[src/hw/rtl/rvx_pkg.sv]
`timescale 1ns / 1ps
// shared constants, codes and types for the rv32i subset execute block
// no dependencies

package rvx_pkg;

	localparam int unsigned DATA_BYTES_DEF = 4096;

	localparam logic [6:0] OPC_LUI    = 7'b0110111;
	localparam logic [6:0] OPC_AUIPC  = 7'b0010111;
	localparam logic [6:0] OPC_JAL    = 7'b1101111;
	localparam logic [6:0] OPC_JALR   = 7'b1100111;
	localparam logic [6:0] OPC_BRANCH = 7'b1100011;
	localparam logic [6:0] OPC_LOAD   = 7'b0000011;
	localparam logic [6:0] OPC_STORE  = 7'b0100011;
	localparam logic [6:0] OPC_OPIMM  = 7'b0010011;
	localparam logic [6:0] OPC_OP     = 7'b0110011;

	localparam logic [6:0] F7_BASE = 7'b0000000;
	localparam logic [6:0] F7_ALT  = 7'b0100000;

	localparam logic [2:0] F3_ADD  = 3'd0;
	localparam logic [2:0] F3_SLL  = 3'd1;
	localparam logic [2:0] F3_W    = 3'd2;
	localparam logic [2:0] F3_XOR  = 3'd4;
	localparam logic [2:0] F3_SRL  = 3'd5;
	localparam logic [2:0] F3_OR   = 3'd6;
	localparam logic [2:0] F3_AND  = 3'd7;
	localparam logic [2:0] F3_B    = 3'd0;

	localparam logic [2:0] F3_BEQ  = 3'd0;
	localparam logic [2:0] F3_BNE  = 3'd1;
	localparam logic [2:0] F3_BLT  = 3'd4;
	localparam logic [2:0] F3_BGE  = 3'd5;
	localparam logic [2:0] F3_BLTU = 3'd6;
	localparam logic [2:0] F3_BGEU = 3'd7;

	localparam logic [1:0] FAULT_NONE     = 2'd0;
	localparam logic [1:0] FAULT_ILLEGAL  = 2'd1;
	localparam logic [1:0] FAULT_MISALIGN = 2'd2;

	localparam logic [31:0] JALR_MASK = 32'hFFFF_FFFE;

	typedef enum logic [1:0] {
		ST_IDLE,
		ST_EX,
		ST_MEM
	} state_t;

	typedef struct packed {
		logic [31:0] npc;
		logic        taken;
		logic        wr;
		logic [4:0]  rd;
		logic [31:0] val;
		logic        load_b;
		logic        load_w;
		logic        store;
		logic [3:0]  be;
		logic [31:0] wdata;
		logic [31:0] addr;
		logic [1:0]  fault;
	} exec_t;

endpackage

[src/hw/rtl/rvx_regfile.sv]
`timescale 1ns / 1ps
// 32 x 32 register file in synchronous ram, two read ports, one write port
// depends on rvx_pkg

module rvx_regfile
	import rvx_pkg::*;
(
	input  logic        clk,
	input  logic        arst_n,
	input  logic        re,
	input  logic [4:0]  ra,
	input  logic [4:0]  rb,
	output logic [31:0] rdata_a,
	output logic [31:0] rdata_b,
	input  logic        we,
	input  logic [4:0]  wa,
	input  logic [31:0] wd
);

	logic [31:0] mem_q [32];
	logic [31:0] ra_data_q;
	logic [31:0] rb_data_q;
	logic [31:0] valid_q;
	logic        va_q;
	logic        vb_q;

	always_ff @(posedge clk) begin
		if (we) begin
			mem_q[wa] <= wd;
		end
		if (re) begin
			ra_data_q <= mem_q[ra];
			rb_data_q <= mem_q[rb];
		end
	end

	// entries never written read as zero
	always_ff @(posedge clk or negedge arst_n) begin
		if (!arst_n) begin
			valid_q <= '0;
			va_q    <= 1'b0;
			vb_q    <= 1'b0;
		end else begin
			if (we) begin
				valid_q[wa] <= 1'b1;
			end
			if (re) begin
				va_q <= valid_q[ra];
				vb_q <= valid_q[rb];
			end
		end
	end

	assign rdata_a = va_q ? ra_data_q : '0;
	assign rdata_b = vb_q ? rb_data_q : '0;

endmodule

[config.mk]
export PLATFORM = sky130hd
export DESIGN_NAME = rvx_regfile
export DESIGN_NICKNAME = d
export VERILOG_FILES = /design/src/hw/rtl/rvx_pkg.sv /design/src/hw/rtl/rvx_regfile.sv
export SDC_FILE = /design/constraint.sdc
export NUM_CORES = 1
export LEC_CHECK = 0
export BUFFER_PORTS_ARGS = -buffer_cell sky130_fd_sc_hd__buf_2
export CAP_MARGIN = 25
export CORE_MARGIN = 1
export CORE_UTILIZATION = 55
export DETAILED_ROUTE_END_ITERATION = 8
export PLACE_DENSITY_LB_ADDON = 0.08
export SLEW_MARGIN = 10
export SYNTH_ARGS = -nofsm -noshare
export SYNTH_HDL_FRONTEND = slang
export SYNTH_SLANG_ARGS = --single-unit
export TNS_END_PERCENT = 5
[constraint.sdc]
create_clock -name clk -period 4.8 [get_ports clk]
set_input_delay 0.72 -clock clk [delete_from_list [all_inputs] [get_ports clk]]
set_output_delay 0.72 -clock clk [all_outputs]
set_load 0.1 [all_outputs]
==> qor.csv <==
metric,value,unit
drtPass1Iterations,7,
grtUsageTotal,30.96,%
p_comb_share,10.4,%
leakage,18.13,nW
yosys_warnings,0,
layoutNonFillerInstCount,3663,
fin_tns_setup,0,ns
drtIter0Drc,3790,
synth_area_leader_cell,edfxtp_1,
max_clock_freq,0.2915,GHz
power_density,390.7,nW/µm²
cp-end-kind,primary output,
crit_fanout,20,
wirelength,140.6,mm
root_buffer,clkbuf_16,
hold_viol_final,0,
cts_made_buffers,117,
post-route-period-util,71.47,%
dp_cells,3438,
slew_headroom,28.02,%
synth_area_leaders,"edfxtp_1 (64%), mux4_2 (28%), dfrtp_1 (1.7%)",
drt-vias-per-instance,7.198,
start_util,55.49,%
cts-resized-gates,0,
worstSetupStartpointType,flip-flop,
clk_latency,0.70,ns
worst_path_max_delay_cell,dfrtp_1,
synth_edf_count,1088,
critPathMaxStageDelay,0.73,ns
antenna_found_initial,16,
seq_area_frac_synth,65.90,%
worstMarginPinSlew,1.077,ns
synth.top_cell.area_share,64.23,%
setup_viol_count_final,0,
grt_pass1_wl,201.3,mm
ant_nets,0,
drc,0,
fin_nets,2422,
final.min_clock_period,3.431,ns
hp-class,in -> async,
irDropWorstVdd,0.0003197,V
design.core.area,91660,µm²
die_w,306.1,µm
cts_setup_buffers,0,
skew,0.01616,ns
total_power,22.38,mW
postLayoutCoreUtil,62.49,%
ys_types,28,
num_rows,111,
grt_pass1_vias,27310,
cp.required,4.08,ns
place_hpwl,78.15,mm
p_sw_share,23.83,%
syn_to_final_growth,12.62,%
syn_inst,2212,
synth_seq_cells,1122,
clk_pin_slew,0.06,ns
dieArea,93700,µm²
synthArstFlopShare,3.030,%
grt_setup_unrepaired,no,
avgSynthCellArea,23.00,µm²
syn-num-nets,2263,
via_count,26370,
gp_congestion,0.8110,
numPortBuffers,114,
power_frac_clock,39.9,%
cts.hold.buffers_added,0,
final_max_slew_viol_count,0,
cp_cell_sequence,buf_4 > and2_1 > buf_2,
maxCapViolCount,0,
p_seq_share,49.8,%
wl_per_cell,38.37,µm
grt_max_degree,70,
p_sw,5.333,mW
dieHeight,306.1,µm
netlist_area,50870,µm²
status,"finished, final reports clean",
cts_tree,yes,
synth_flop_cell,edfxtp_1,
layout-drive-gt1-share,46.14,%
path_class,reg -> out,
htree_levels,3,
p_int,17.05,mW
cts_sinks,1122,
cp.arrival,2.71,ns
io-pin-count,115,
grt_overflow,0,
clockBufferDepth,3,
registers in the layout, summed over array words and instances, names as in the netlist:
name,flops
va_q,1
vb_q,1
valid_q,32
rb_data_q,32
ra_data_q,32
mem_q,1024
routing by layer:
metal | up-vias | part of all wire [%] | global-route usage (%)
met2 | 1516 | 47 | 47.03
met1 | 14440 | 39 | 45.84
met5 | - | 0.055 | 0
li1 | 10140 | - | -
met4 | 12 | 2.9 | 8.744
met3 | 264 | 11 | 7.044
path summary, 6_finish.rpt:
path | startpoint | to | slack [ns] | depth (start not counted)
setup / recovery | vb_q | rdata_b[17] | 1.37 | 3
hold / removal | arst_n | valid_q[7] | 0.10 | 1
setup reg to reg | mem_q[11][21] | ra_data_q[21] | 2.81 | 3
hold reg to reg | valid_q[14] | valid_q[14] | 0.50 | 1
max in group asynchronous | arst_n | valid_q[3] | 4.18 | 1
min in group clk | valid_q[14] | valid_q[14] | 0.50 | 1
worst max-delay path, delay by kind of cell (launching register included):
kind | cells | cell delay, ns
simple gates | 1 | 0.32
flops | 1 | 0.73
buf+inv | 2 | 0.95
power groups by stage:
| stage | clock (mW) | sequential [mW] | combinational [mW] |
|---|---|---|---|
| after floorplan | 0 | 11.3 | 1.68 |
| after global placement | 0 | 11.3 | 2.30 |
| after detailed placement | 0 | 11.3 | 2.33 |
| after CTS | 9.02 | 11.1 | 2.33 |
| after global routing | 9.38 | 11.2 | 2.42 |
| final | 8.93 | 11.1 | 2.32 |
cells in the mapped netlist (all sizes together) (2+ instances only):
master and number:
a21oi 7, a22o 2, a22oi 4, a31oi 3, a41oi 2, and2 65
and3 4, buf 84, clkbuf 80, dfrtp 34, edfxtp 1088, mux2 64
mux2i 32, mux4 640, nand2 9, nand2b 4, nand3 4, nand3b 5
nand4 2, nor2 37, nor2b 4, or2 32, or3b 3
cell families after synthesis:
family,share of synthesized area (%)
buffers and inverters,1.564
multiplexers,30.38
flip-flops,65.90
AO/OA/AOI/OAI,0.2657
AND/OR/NAND/NOR,1.882
stage by stage:
| stage | cell area [µm²] | setup WS [ns] | hold slack [ns] |
|---|---|---|---|
| 5_1_grt | 57270 | 1.338 | 0.1406 |
| 2_1_floorplan | 50870 | 1.627 | 0.4244 |
| 3_3_place_gp | 53540 | 1.448 | 0.4777 |
| 6_report | 57280 | 1.369 | 0.1035 |
| 3_5_place_dp | 53540 | 1.446 | 0.4754 |
| 4_1_cts | 57270 | 1.380 | 0.08530 |
cells in the final DEF (no fill, tap or decap), types with 4 or more instances in the layout:
cell type   Yosys  layout
buf_12          0      35
dfrtp_1        34      34
bufinv_16       0      13
nor2_4          0      32
mux2_2         64      64
buf_8           0       4
a22oi_1         4       4
nand2b_1        4       4
nor2_1         37       5
mux2i_1        32      32
a21oi_1         7       7
clkinvlp_4      0       5
edfxtp_1     1088    1088
nor2b_1         4       4
clkbuf_16       0     117
buf_2          48     105
diode_2         0       6
mux4_2        640     640
nand3b_1        5       5
clkinv_2        0      24
nand3_1         4       4
and2_1         65      65
buf_4           0      58
clkbuf_1       80      25
or2_2          32      32
clkinv_1        0      29
nand2_1         9       9
and3_1          4       4
final cells by class:
type	instances	area [µm²]
Antenna cell	6	15.01
Tap cell	1186	1484
Multi-Input combinational cell	926	16790
Timing Repair Buffer	204	1744
Fill cell	6177	34380
Clock inverter	77	709.4
Sequential cell	1122	33520
Clock buffer	142	3022
No activity file was read; power rests on OpenSTA's default activity.
